`src/rtl/lfbr_pkg.sv`:
```
// Shared widths, operation codes and controller command type for the lazy fill byte RAM.
package lfbr_pkg;

    localparam int FUNC_W  = 2;
    localparam int ADDR_W  = 20;
    localparam int SIZE_W  = 4;
    localparam int DATA_W  = 64;
    localparam int LANES   = 8;
    localparam int LANE_W  = 3;

    localparam logic [FUNC_W-1:0] FUNC_READ  = 2'd0;
    localparam logic [FUNC_W-1:0] FUNC_WRITE = 2'd1;
    localparam logic [FUNC_W-1:0] FUNC_INIT  = 2'd2;

    localparam logic [SIZE_W-1:0] MAX_SIZE = 4'd8;

    typedef struct packed {
        logic accept;     // request word taken this cycle
        logic wr_hi;      // write the upper of the two touched words
        logic load_out;   // merge read data into the output register
        logic clr_step;   // clear one row of written marks
    } ctrl_cmd_t;

endpackage

```
`src/rtl/lfbr_ctrl.sv`:
```
// Controller state machine: request sequencing, mark clearing pass and output valid.
module lfbr_ctrl (
    input  logic                      clk,
    input  logic                      rst_n,
    input  logic                      in_valid,
    input  logic [lfbr_pkg::FUNC_W-1:0] in_func,
    output logic                      in_ready,
    input  logic                      out_ready,
    output logic                      out_valid,
    input  logic                      clr_last,
    output lfbr_pkg::ctrl_cmd_t       cmd
);
    import lfbr_pkg::*;

    typedef enum logic [1:0] {
        ST_CLEAR,
        ST_IDLE,
        ST_READ,
        ST_WR_HI
    } state_t;

    state_t state_reg;
    state_t state_next;
    logic   out_valid_reg;
    logic   out_valid_next;
    logic   out_free;

    assign in_ready  = (state_reg == ST_IDLE);
    assign out_valid = out_valid_reg;
    assign out_free  = !out_valid_reg || out_ready;

    always_comb
    begin
        cmd.accept   = (state_reg == ST_IDLE) && in_valid;
        cmd.wr_hi    = (state_reg == ST_WR_HI);
        cmd.load_out = (state_reg == ST_READ) && out_free;
        cmd.clr_step = (state_reg == ST_CLEAR);
    end

    always_comb
    begin
        state_next = state_reg;
        unique case (state_reg)
            ST_IDLE:
            begin
                if (in_valid)
                begin
                    unique case (in_func)
                        FUNC_READ:  state_next = ST_READ;
                        FUNC_WRITE: state_next = ST_WR_HI;
                        FUNC_INIT:  state_next = ST_CLEAR;
                        default:    state_next = ST_IDLE;
                    endcase
                end
            end
            ST_READ:
            begin
                if (out_free)
                begin
                    state_next = ST_IDLE;
                end
            end
            ST_WR_HI:
            begin
                state_next = ST_IDLE;
            end
            ST_CLEAR:
            begin
                if (clr_last)
                begin
                    state_next = ST_IDLE;
                end
            end
            default:
            begin
                state_next = ST_IDLE;
            end
        endcase
    end

    always_comb
    begin
        out_valid_next = out_valid_reg;
        if (cmd.load_out)
        begin
            out_valid_next = 1'b1;
        end
        else if (out_ready)
        begin
            out_valid_next = 1'b0;
        end
    end

    // Reset starts in the clearing pass so every written mark begins at zero.
    always_ff @(posedge clk or negedge rst_n)
    begin
        if (!rst_n)
        begin
            state_reg     <= ST_CLEAR;
            out_valid_reg <= 1'b0;
        end
        else
        begin
            state_reg     <= state_next;
            out_valid_reg <= out_valid_next;
        end
    end

endmodule

```
`config.mk`:
```
export PLATFORM = sky130hd
export DESIGN_NAME = lfbr_ctrl
export DESIGN_NICKNAME = d
export VERILOG_FILES = /design/src/rtl/lfbr_pkg.sv /design/src/rtl/lfbr_ctrl.sv
export SDC_FILE = /design/constraint.sdc
export NUM_CORES = 1
export LEC_CHECK = 0
export BUFFER_PORTS_ARGS = -buffer_cell sky130_fd_sc_hd__buf_4
export CAP_MARGIN = 10
export CORE_AREA = 2 2 39 41
export CTS_CLUSTER_DIAMETER = 40
export DETAILED_ROUTE_END_ITERATION = 8
export DIE_AREA = 0 0 41 43
export GPL_ROUTABILITY_DRIVEN = 0
export SYNTH_ARGS = -nofsm -noshare
export SYNTH_HDL_FRONTEND = slang
export SYNTH_SLANG_ARGS = --single-unit
```
`constraint.sdc`:
```
create_clock -name clk -period 1.2 [get_ports clk]
set_input_delay 0.18 -clock clk [delete_from_list [all_inputs] [get_ports clk]]
set_output_delay 0.18 -clock clk [all_outputs]
set_load 0.05 [all_outputs]
```
Word-level counts from Yosys, hierarchy flattened:

Cells that the tools add are included.

* eq/ne operators: 8
* mux-type cells: 7
* reductions and logical operators: 8

Operators by type and width (number)
* $pmux 2 s4: 1
* $eq 2x2->1 const B: 3
* $mux 2: 3
* $ne 2x2->1 const B: 3
* $pmux 2 s3: 1
* $eq 2x1->1 const B: 2
* $logic_not 2->1: 2
* $reduce_and 3->1: 1
* $logic_and 1x1->1: 2
* $mux 1: 2
* $reduce_bool 2->1: 1
* $logic_not 1->1: 1
* $logic_or 1x1->1: 1

* register bits after elaboration: 3
* input port bits: 7
* output and inout port bits: 6
* word-level logic and storage cells: 25

Depth between registers and ports, before layout:

Gate-level depths: netlist of the first run.

* depth in word-level cells: 4
* depth in mapped cells: 3
* gate-level depth less buffers: 2

Worst setup path after synthesis of the first run:

No wires, ideal clock.

* kind: register to output
* start: register state_reg[1]
* end: output cmd[0] (netlist name)
* arrival: 1.072 ns
* data required time: 1.020 ns
* path slack: -0.052 ns
* stages on the path, launching flop included: 2
* buffers on the path: 0
* cells stage by stage: dfrtp_1 -> nor2_1

RTL lines
* start: declaration: line lfbr_ctrl.sv:22 `state_t state_reg;`
* start signal: assignment: line lfbr_ctrl.sv:104 `state_reg <= state_next;`
* end: declaration: line lfbr_ctrl.sv:11 `output lfbr_pkg::ctrl_cmd_t cmd`

==> summary.txt, run 1 <==
CTS Buf Count - 3
All-Layer GR Usage - 5.44%
Placed cell area - 289 um2
Total die area - 0.00176 mm2
Failing checks - setup timing
Final setup violation count - 4
Ant. Diodes - 0
Biggest area consumer among synthesized cells - dfrtp_1
TritonRoute pass-1 iters - 1
Reg clk slew, reported paths - 0.04 ns
Clk sink count - 3
Pleak - 0.000193 uW
Vias in the first global route - 180
Die X-Extent - 41 um
Post-synth net total - 26
PortBufs - 12
Yosys top cell area share - 40.8%
Max Clock Freq - 781 MHz
Core box area - 0.00138 mm2
Worst VDD drop - 0.000252 V
Routed WL per cell - 8.43 um
Detailed Route Iter0 Violations - 0
Final period util - 107%
H-tree depth - 1
Detailed placement HPWL - 321 um
Final hold vios - 0
Die height - 43 um
Critical Path AT - 1.10 ns
Worst Setup Path Type - reg2out
Clock Tree Buf Depth - 2
Distinct cells, synth - 15
Syn. warnings - 0
Worst rel slew slack - 84.2%
Final worst slack - -0.0797 ns
Drt total wl - 447 um
Layout cell share with drive strength beyond 1 - 70.3%
Remaining routing DRC violations - 0
Pwr Density - 1360 mW/mm2
Top cells by area, synth - dfrtp_1 (41%), a211oi_2 (6.8%), and4bb_1 (6.8%), inv_1 (6.1%), and2b_4 (5.4%)
Crit path required time - 1.02 ns
Max FFs per register - 2
Critical Path End Type - primary output
Clock latency on the worst-skew pair - 0.23 ns
Fin. max-slew vios - 0
Crit start category - flip-flop
Via count - 190
Fin util - 27.3%
Place WS - 0.0781 ns
Effective utilization at floorplan - 13.3%
Initial antenna violation count - 0
Outcome - finished with violations
# fillers - 156
Worst Tran Pin Value - 0.235 ns
Area Growth Syn to Fin - 105%
Final instance area - 378 um2
Crit path time final - 1.28 ns
Yosys reg bits - 3
Synthesized area - 184 um2
Final TNS setup - -0.249 ns
Mapped Cells - 19
Vias per cell - 3.58
Largest net degree at the start of global routing - 8
CTS tree - yes
IO Count - 13
HP Class - in2reg
Post-Syn Area per Cell - 9.68 um2
Max cap viols - 0
Sequential fraction of the synthesis area - 40.8%
RSZ-0062 raised after global routing - true
Global route total overflow - 0
Clock root buffer master - clkbuf_4
FP Rows - 14
Post-DRT Antenna Nets - 0
CP Max Fanout - 7
Fin nets - 45
First-pass GRT wire length - 593 um
Setup Skew - 0.00108 ns
-- what timing repair did --
action                                  4_1_cts  5_1_grt
hold buffers                                  1        0
resized for setup                             9        2
endpoints found under the setup margin        4        5
pin swaps                                     0        0
endpoints found under the hold margin         3        0
buffers inserted                              2        0
cloned                                        0        0
-- report_power, final --
group	internal, uW	switching [uW]
Sequential	113	15.7
Combinational	97.9	109
Clock	125	52.8
Total	335	178
-- worst max-delay path, stage by stage (launching register included) --
cell and delay [ns]:
dfrtp_2 0.44, and3b_2 0.27, buf_6 0.16
-- stage by stage --
stage          total power (uW)  std cells  hold slack (ns)
4_1_cts                     524         53            0.165
5_1_grt                     537         53            0.190
6_report                    513         53            0.163
3_5_place_dp                293         46          -0.0284
2_1_floorplan               239         19           -0.116
3_3_place_gp                291         46          -0.0293
-- cell usage in the layout, fill, tap and decap left out, types with 2 or more instances in the layout --
| cell | synthesis | routed |
|---|---|---|
| buf_4 | 1 | 9 |
| dfrtp_2 | 0 | 2 |
| inv_1 | 3 | 3 |
| clkbuf_4 | 0 | 3 |
| buf_6 | 0 | 4 |
-- path summary, 6_finish.rpt --
path / start / to / slack [ns] / depth (start not counted)
worst max-delay path: state_reg[1]$_DFFE_PN0P_ / cmd[3] / -0.08 / 2
worst min-delay path: out_ready / out_valid$_DFFE_PN0P_ / 0.16 / 2
max in group asynchronous: rst_n / state_reg[0]$_DFFE_PN0P_ / 0.83 / 2
worst max register to register: state_reg[1]$_DFFE_PN0P_ / state_reg[0]$_DFFE_PN0P_ / 0.17 / 3
min in group asynchronous: rst_n / out_valid$_DFFE_PN0P_ / 0.27 / 2
worst min register to register: out_valid$_DFFE_PN0P_ / out_valid$_DFFE_PN0P_ / 0.58 / 2
-- layout make-up --
class	count	area [um2]	share of cell area (%)
Inverter	3	11.3	2.98
Sequential cell	3	77.6	20.5
Tap cell	16	20.0	5.30
Timing Repair Buffer	15	138	36.4
Clock buffer	4	26.3	6.95
Multi-Input combinational cell	12	105	27.8
-- kinds of logic (layout without fill, tap and decap cells) --
group	Yosys count	in the layout	share of synthesized area, %
buffers and inverters	4	22	10.2
AO/OA/AOI/OAI	4	4	16.3
AND/OR/NAND/NOR	8	8	32.7
flip-flops	3	3	40.8
-- cells in the mapped netlist, drive strengths merged --
library cell	n
nor3	1
nand2b	1
inv	3
a21oi	1
nor2	1
dfrtp	3
and4bb	1
buf	1
nor2b	1
a21o	1
o21ai	1
and2b	1
and2	1
a211oi	1
and3b	1
-- per-layer routing --
metal  up-vias  global-route usage [%]  share of wire, %  wire length [um]
met1        84                    4.56                37               164
met5         -                       0                 0                 0
met2         8                    7.81                55               244
met3         0                    3.14               8.3                37
met4         0                    6.00                 0                 0
li1         98                       -                 -                 -
Power figures use the tool's default switching activity.
==> inputs of run 2 (changes only) <==
--- a/config.mk
+++ b/config.mk
@@ -7,11 +7,14 @@
 export LEC_CHECK = 0
 export BUFFER_PORTS_ARGS = -buffer_cell sky130_fd_sc_hd__buf_4
 export CAP_MARGIN = 10
+export CELL_PAD_IN_SITES_DETAIL_PLACEMENT = 1
+export CELL_PAD_IN_SITES_GLOBAL_PLACEMENT = 2
 export CORE_AREA = 2 2 39 41
 export CTS_CLUSTER_DIAMETER = 40
 export DETAILED_ROUTE_END_ITERATION = 8
 export DIE_AREA = 0 0 41 43
 export GPL_ROUTABILITY_DRIVEN = 0
+export PLACE_DENSITY_LB_ADDON = 0.1
 export SYNTH_ARGS = -nofsm -noshare
 export SYNTH_HDL_FRONTEND = slang
 export SYNTH_SLANG_ARGS = --single-unit
==> run 2 against run 1 <==
The run still ends with setup timing left. First-iteration DRC count is 2 higher. Fmax down 0.56%. Sequential power shrank 5%. Largest power group unchanged.
==> summary.txt, run 2 (same netlist as run 1, synthesis figures left out) <==
Final hold slack - 0.159 ns (-0.00353 ns)
Combinational share of power - 40.0% (-0.4 points)
Delay-heaviest family, CP - flip-flops
Pwr Density - 1400 mW/mm2 (+2.9%)
Clk sink count - 3 (unchanged)
Clock power share - 35.2% (+0.6 points)
Drt total wl - 457 um (+2.2%)
Ant. Diodes - 0 (unchanged)
Most frequent cells in the layout - buf_4 (9), inv_1 (3), clkbuf_4 (3), buf_6 (3), dfrtp_1 (2)
Detailed Route Iter0 Violations - 2 (+2)
Crit path cell chain - nand2b_1 -> a21oi_1 -> buf_4
Placed cells - 47 (+2.2%)
Final hold vios - 0 (unchanged)
Die height - 43 um (unchanged)
Worst rel slew slack - 86.0% (+1.8 points)
Post-DRT Antenna Nets - 0 (unchanged)
CTS Buf Count - 3 (unchanged)
HP Class - in2reg
Vias per cell - 3.75 (+4.6%)
Register area - 76.3 um2 (-1.6%)
Final period util - 107% (+0.61 points)
Worst VDD drop - 0.000526 V (+110%)
Failing checks - setup timing
Outcome - finished with violations
First-pass GRT wire length - 669 um (+13%)
Layout cell share with drive strength beyond 1 - 58.3% (-12 points)
TritonRoute pass-1 iters - 2 (+1)
Area Growth Syn to Fin - 91.8%
CTS tree - yes
Multi-input logic area - 92.6 um2 (-12%)
All-Layer GR Usage - 5.72% (+0.28 points)
Final instance area - 353 um2 (-6.6%)
Crit path time final - 1.29 ns (+0.00727 ns)
Crit path required time - 1.02 ns (about the same)
Max Clock Freq - 777 MHz (-0.56%)
Pleak - 0.000181 uW (-6.1%)
Remaining routing DRC violations - 0 (unchanged)
Worst Setup Path Type - reg2out
CP startpoint - state_reg[0]$_DFFE_PN0P_
Via count - 195 (+2.6%)
Slowest stage delay, CP - 0.38 ns (-0.06 ns)
Flop pwr share - 24.8% (-0.3 points)
Final TNS setup - -0.313 ns (-0.0646 ns)
Commonest non-fill, non-tap cell in the layout - buf_4
Cell-internal power - 323 uW (-3.7%)
Global route total overflow - 0 (unchanged)
Clock root buffer master - clkbuf_4
FF-to-FF End - state_reg[1]$_DFFE_PN0P_
Final setup violation count - 4 (unchanged)
Total die area - 0.00176 mm2 (unchanged)
Finished Layout Cells - 52 (-1.9%)
CP Max Fanout - 3 (-4)
IO Count - 13 (unchanged)
Sw Pwr - 170 uW (-4.3%)
Fin. max-slew vios - 0 (unchanged)
Effective utilization at floorplan - 13.3% (unchanged)
Crit path depth - 3 (+1)
Worst Setup EP - cmd[1]
Worst Tran Pin Value - 0.208 ns (-0.0269 ns)
CP bufs+invs - 1 (unchanged)
Max FFs per register - 2 (unchanged)
Setup Skew - 0.00226 ns (+0.00117 ns)
PortBufs - 12 (unchanged)
FP Rows - 14 (unchanged)
# fillers - 164 (+5.1%)
Max cap viols - 0 (unchanged)
H-tree depth - 1 (unchanged)
Placed cell area - 297 um2 (+2.6%)
RSZ-0062 raised after global routing - true
Vias in the first global route - 184 (+2.2%)
Crit path max-delay cell type - dfrtp_1
Crit start category - flip-flop
Critical Path AT - 1.11 ns (about the same)
Path depth of the worst reg2reg path - 3 (unchanged)
Initial antenna violation count - 0 (unchanged)
Final worst slack - -0.0869 ns (-0.00727 ns)
Reg2reg start - state_reg[0]$_DFFE_PN0P_
Routed WL per cell - 8.79 um (+4.2%)
Largest net degree at the start of global routing - 8 (unchanged)
Sw Ratio - 34.5% (-0.13 points)
Detailed placement HPWL - 385 um (+20%)
Reg clk slew, reported paths - 0.04 ns (about the same)
Clock Tree Buf Depth - 2 (unchanged)
Flop2flop setup slack - 0.19 ns (+0.02 ns)
Clock latency on the worst-skew pair - 0.23 ns (about the same)
Core box area - 0.00138 mm2 (unchanged)
Critical Path End Type - primary output
Fin nets - 44 (-2.2%)
Die X-Extent - 41 um (unchanged)
run 2: how the worst min path moves through the flow:
| stage | from | endpoint | slack (ns) | cells past startpoint |
|---|---|---|---|---|
| 6_report | out_ready | out_valid$_DFFE_PN0P_ | 0.16 | 2 |
| 5_1_grt | out_ready | out_valid$_DFFE_PN0P_ | 0.17 | 2 |
| 4_1_cts | out_ready | out_valid$_DFFE_PN0P_ | 0.16 | 2 |
| 3_5_place_dp | rst_n | out_valid$_DFFE_PN0P_ | -0.03 | 1 |
| 3_3_place_gp | rst_n | out_valid$_DFFE_PN0P_ | -0.03 | 1 |
| 2_1_floorplan | rst_n | out_valid$_DFFE_PN0P_ | -0.12 | 0 |
run 2: cell type report:
cell class	count	share of cell area (%)
timing repair buffer	14	35.8
multi-input combinational	12	26.2
sequential	3	21.6
clock buffer	4	7.45
tap	16	5.67
inverter	3	3.19
run 2: metal layers:
metal | GRT usage (%) | part of all wire, %
met4 | 2.00 | 0
met1 | 6.43 | 44
met3 | 4.71 | 11
met2 | 7.81 | 44
met5 | 0 | 0
run 2: power by group through the flow:
stage	combinational [uW]	sequential (uW)	clock [uW]
global placement	178	123	0
floorplan	106	133	0
finish	197	122	174
CTS	200	123	184
global route	209	125	193
detailed placement	178	124	0
run 2: timing repair:
action,in CTS,in global routing
setup buffers,0,0
gates resized for setup,6,0
hold endpoints to repair,3,0
hold buffers,1,0
endpoints found under the setup margin,5,5
run 2: through the flow:
step	total power (uW)	utilization [%]	setup slack (ns)
finish	493	25.5	-0.0869
global route	527	25.5	-0.163
CTS	507	25.5	-0.110
detailed placement	302	21.4	0.125
global placement	301	21.4	0.130
floorplan	239	-	0.00512
==> inputs of run 3 (changes only) <==
--- a/config.mk
+++ b/config.mk
@@ -7,14 +7,12 @@
 export LEC_CHECK = 0
 export BUFFER_PORTS_ARGS = -buffer_cell sky130_fd_sc_hd__buf_4
 export CAP_MARGIN = 10
-export CELL_PAD_IN_SITES_DETAIL_PLACEMENT = 1
-export CELL_PAD_IN_SITES_GLOBAL_PLACEMENT = 2
 export CORE_AREA = 2 2 39 41
 export CTS_CLUSTER_DIAMETER = 40
 export DETAILED_ROUTE_END_ITERATION = 8
 export DIE_AREA = 0 0 41 43
 export GPL_ROUTABILITY_DRIVEN = 0
-export PLACE_DENSITY_LB_ADDON = 0.1
+export PLACE_DENSITY = 0.34
 export SYNTH_ARGS = -nofsm -noshare
 export SYNTH_HDL_FRONTEND = slang
 export SYNTH_SLANG_ARGS = --single-unit
==> run 3 against run 2 <==
The run still ends with setup timing left. Fmax shrank 0.44%. Cell count up 9.6%. First-iteration DRC count did not move. Critical path depth unchanged. Sequential power increased by 3%. Clock skew grew 0.0022 ns. Worst hold slack improved by 0.0011 ns. Power rose by 10%. Wire length up 6.6%. Design area rose by 19%. Combinational power increased by 21%. Via count increased by 3.6%. Largest power group unchanged.
==> summary.txt, run 3 (same netlist as run 1, synthesis figures left out) <==
H-tree depth - 1 (unchanged)
Clk sink count - 3 (unchanged)
Crit start category - flip-flop
Pleak - 0.000217 uW (+20%)
CTS tree - yes
Worst Hold Depth - 2 (unchanged)
# fillers - 163 (-0.61%)
Clock latency on the worst-skew pair - 0.23 ns (about the same)
Detailed placement HPWL - 361 um (-6.3%)
Crit path time final - 1.29 ns (+0.00575 ns)
Reg clk slew, reported paths - 0.04 ns (about the same)
Global route total overflow - 0 (unchanged)
CP startpoint - state_reg[0]$_DFFE_PN0P_
Ant. Diodes - 0 (unchanged)
FP Rows - 14 (unchanged)
Effective utilization at floorplan - 13.3% (unchanged)
Initial antenna violation count - 0 (unchanged)
Largest net degree at the start of global routing - 7 (-1)
Remaining routing DRC violations - 0 (unchanged)
Most frequent cells in the layout - buf_4 (11), buf_6 (5), inv_1 (3), clkbuf_4 (3)
Max FFs per register - 2 (unchanged)
Worst rel slew slack - 86.8% (+0.75 points)
Vias per cell - 3.54 (-5.5%)
Detailed Route Iter0 Violations - 2 (unchanged)
Final hold slack - 0.160 ns (+0.00106 ns)
Fin. max-slew vios - 0 (unchanged)
Reg2reg start - state_reg[0]$_DFFE_PN0P_
Total die area - 0.00176 mm2 (unchanged)
Place WS - 0.0746 ns (-0.0505 ns)
Worst VDD drop - 0.000553 V (+5.0%)
IO Count - 13 (unchanged)
Via count - 202 (+3.6%)
Power Total - 543 uW (+10%)
Worst Tran Pin Value - 0.197 ns (-0.0112 ns)
Critical Path AT - 1.11 ns (about the same)
Most used cell, CP - buf_6
Max Clock Freq - 774 MHz (-0.44%)
First-pass GRT wire length - 738 um (+10%)
Post-DRT Antenna Nets - 0 (unchanged)
TritonRoute pass-1 iters - 2 (unchanged)
Max cap viols - 0 (unchanged)
Worst Setup EP - cmd[3]
Slowest stage delay, CP - 0.42 ns (+0.04 ns)
All-Layer GR Usage - 6.63% (+0.91 points)
Crit path max-delay cell type - dfrtp_2
Die height - 43 um (unchanged)
Crit path depth - 3 (unchanged)
Path depth of the worst reg2reg path - 4 (+1)
Layout cell share with drive strength beyond 1 - 73.2% (+15 points)
Delay-heaviest family, CP - flip-flops
PortBufs - 12 (unchanged)
Final hold vios - 0 (unchanged)
Setup Skew - 0.00442 ns (+0.00216 ns)
Fin util - 30.4% (+4.9 points)
CTS Buf Count - 3 (unchanged)
Fin nets - 49 (+11%)
Commonest non-fill, non-tap cell in the layout - buf_4
Final period util - 108% (+0.48 points)
Pwr Density - 1290 mW/mm2 (-7.6%)
Failing checks - setup timing
Final worst slack - -0.0927 ns (-0.00575 ns)
HP Class - in2reg
Crit path required time - 1.02 ns (about the same)
Core box area - 0.00138 mm2 (unchanged)
Drt total wl - 487 um (+6.6%)
RSZ-0062 raised after global routing - true
Outcome - finished with violations
Area Growth Syn to Fin - 129%
Clock Tree Buf Depth - 2 (unchanged)
FF-to-FF End - state_reg[1]$_DFFE_PN0P_
Final TNS setup - -0.282 ns (+0.0312 ns)
Die X-Extent - 41 um (unchanged)
Crit path cell chain - buf_6 -> and3b_2 -> buf_6
CP bufs+invs - 2 (+1)
Worst Setup Path Type - reg2out
CP Max Fanout - 3 (unchanged)
Final setup violation count - 5 (+1)
Critical Path End Type - primary output
Clock root buffer master - clkbuf_4
Vias in the first global route - 180 (-2.2%)
Flop2flop setup slack - 0.07 ns (-0.12 ns)
Routed WL per cell - 8.54 um (-2.8%)
-- run 3: cell count changes in the layout (fill, tap and decap cells not counted), sizes merged --
cell / delta
buf: +5
-- run 3: repair_timing --
item / 4_1_cts / 5_1_grt
endpoints found under the setup margin: 4 / 5
buffers inserted: 5 / 1
hold buffers: 1 / 0
endpoints found under the hold margin: 3 / 0
gates resized for setup: 14 / 1
-- run 3: per-stage QoR --
step	area, um2	instances
6_report	420	57
3_3_place_gp	289	46
2_1_floorplan	186	19
4_1_cts	412	56
5_1_grt	420	57
3_5_place_dp	289	46
-- run 3: final cells by class --
cell class | instances | area (um2) | area share [%]
clock buffer | 4 | 26.3 | 6.25
inverter | 3 | 11.3 | 2.68
multi-input combinational | 12 | 106 | 25.3
sequential | 3 | 77.6 | 18.5
tap | 16 | 20.0 | 4.76
timing repair buffer | 19 | 179 | 42.6
-- run 3: routing by layer --
metal  track usage [%]  part of all wire, %  routed length (um)
met1              7.42                   39                 189
met3              3.66                   18                  86
met2              8.44                   43                 211
met5                 0                    0                   0
met4              6.00                    0                   0
-- run 3: how the worst min path moves through the flow --
stage,from,to,slack [ns]
final,out_ready,out_valid$_DFFE_PN0P_,0.16
after global routing,out_ready,out_valid$_DFFE_PN0P_,0.15
after CTS,out_ready,out_valid$_DFFE_PN0P_,0.15
after detailed placement,rst_n,out_valid$_DFFE_PN0P_,-0.03
after global placement,rst_n,out_valid$_DFFE_PN0P_,-0.03
after floorplan,rst_n,out_valid$_DFFE_PN0P_,-0.12
-- run 3: where the power goes --
| group | switching, uW | internal [uW] | total, uW |
|---|---|---|---|
| logic | 118 | 121 | 239 |
| registers | 13.5 | 113 | 126 |
| clock network | 53.2 | 125 | 178 |
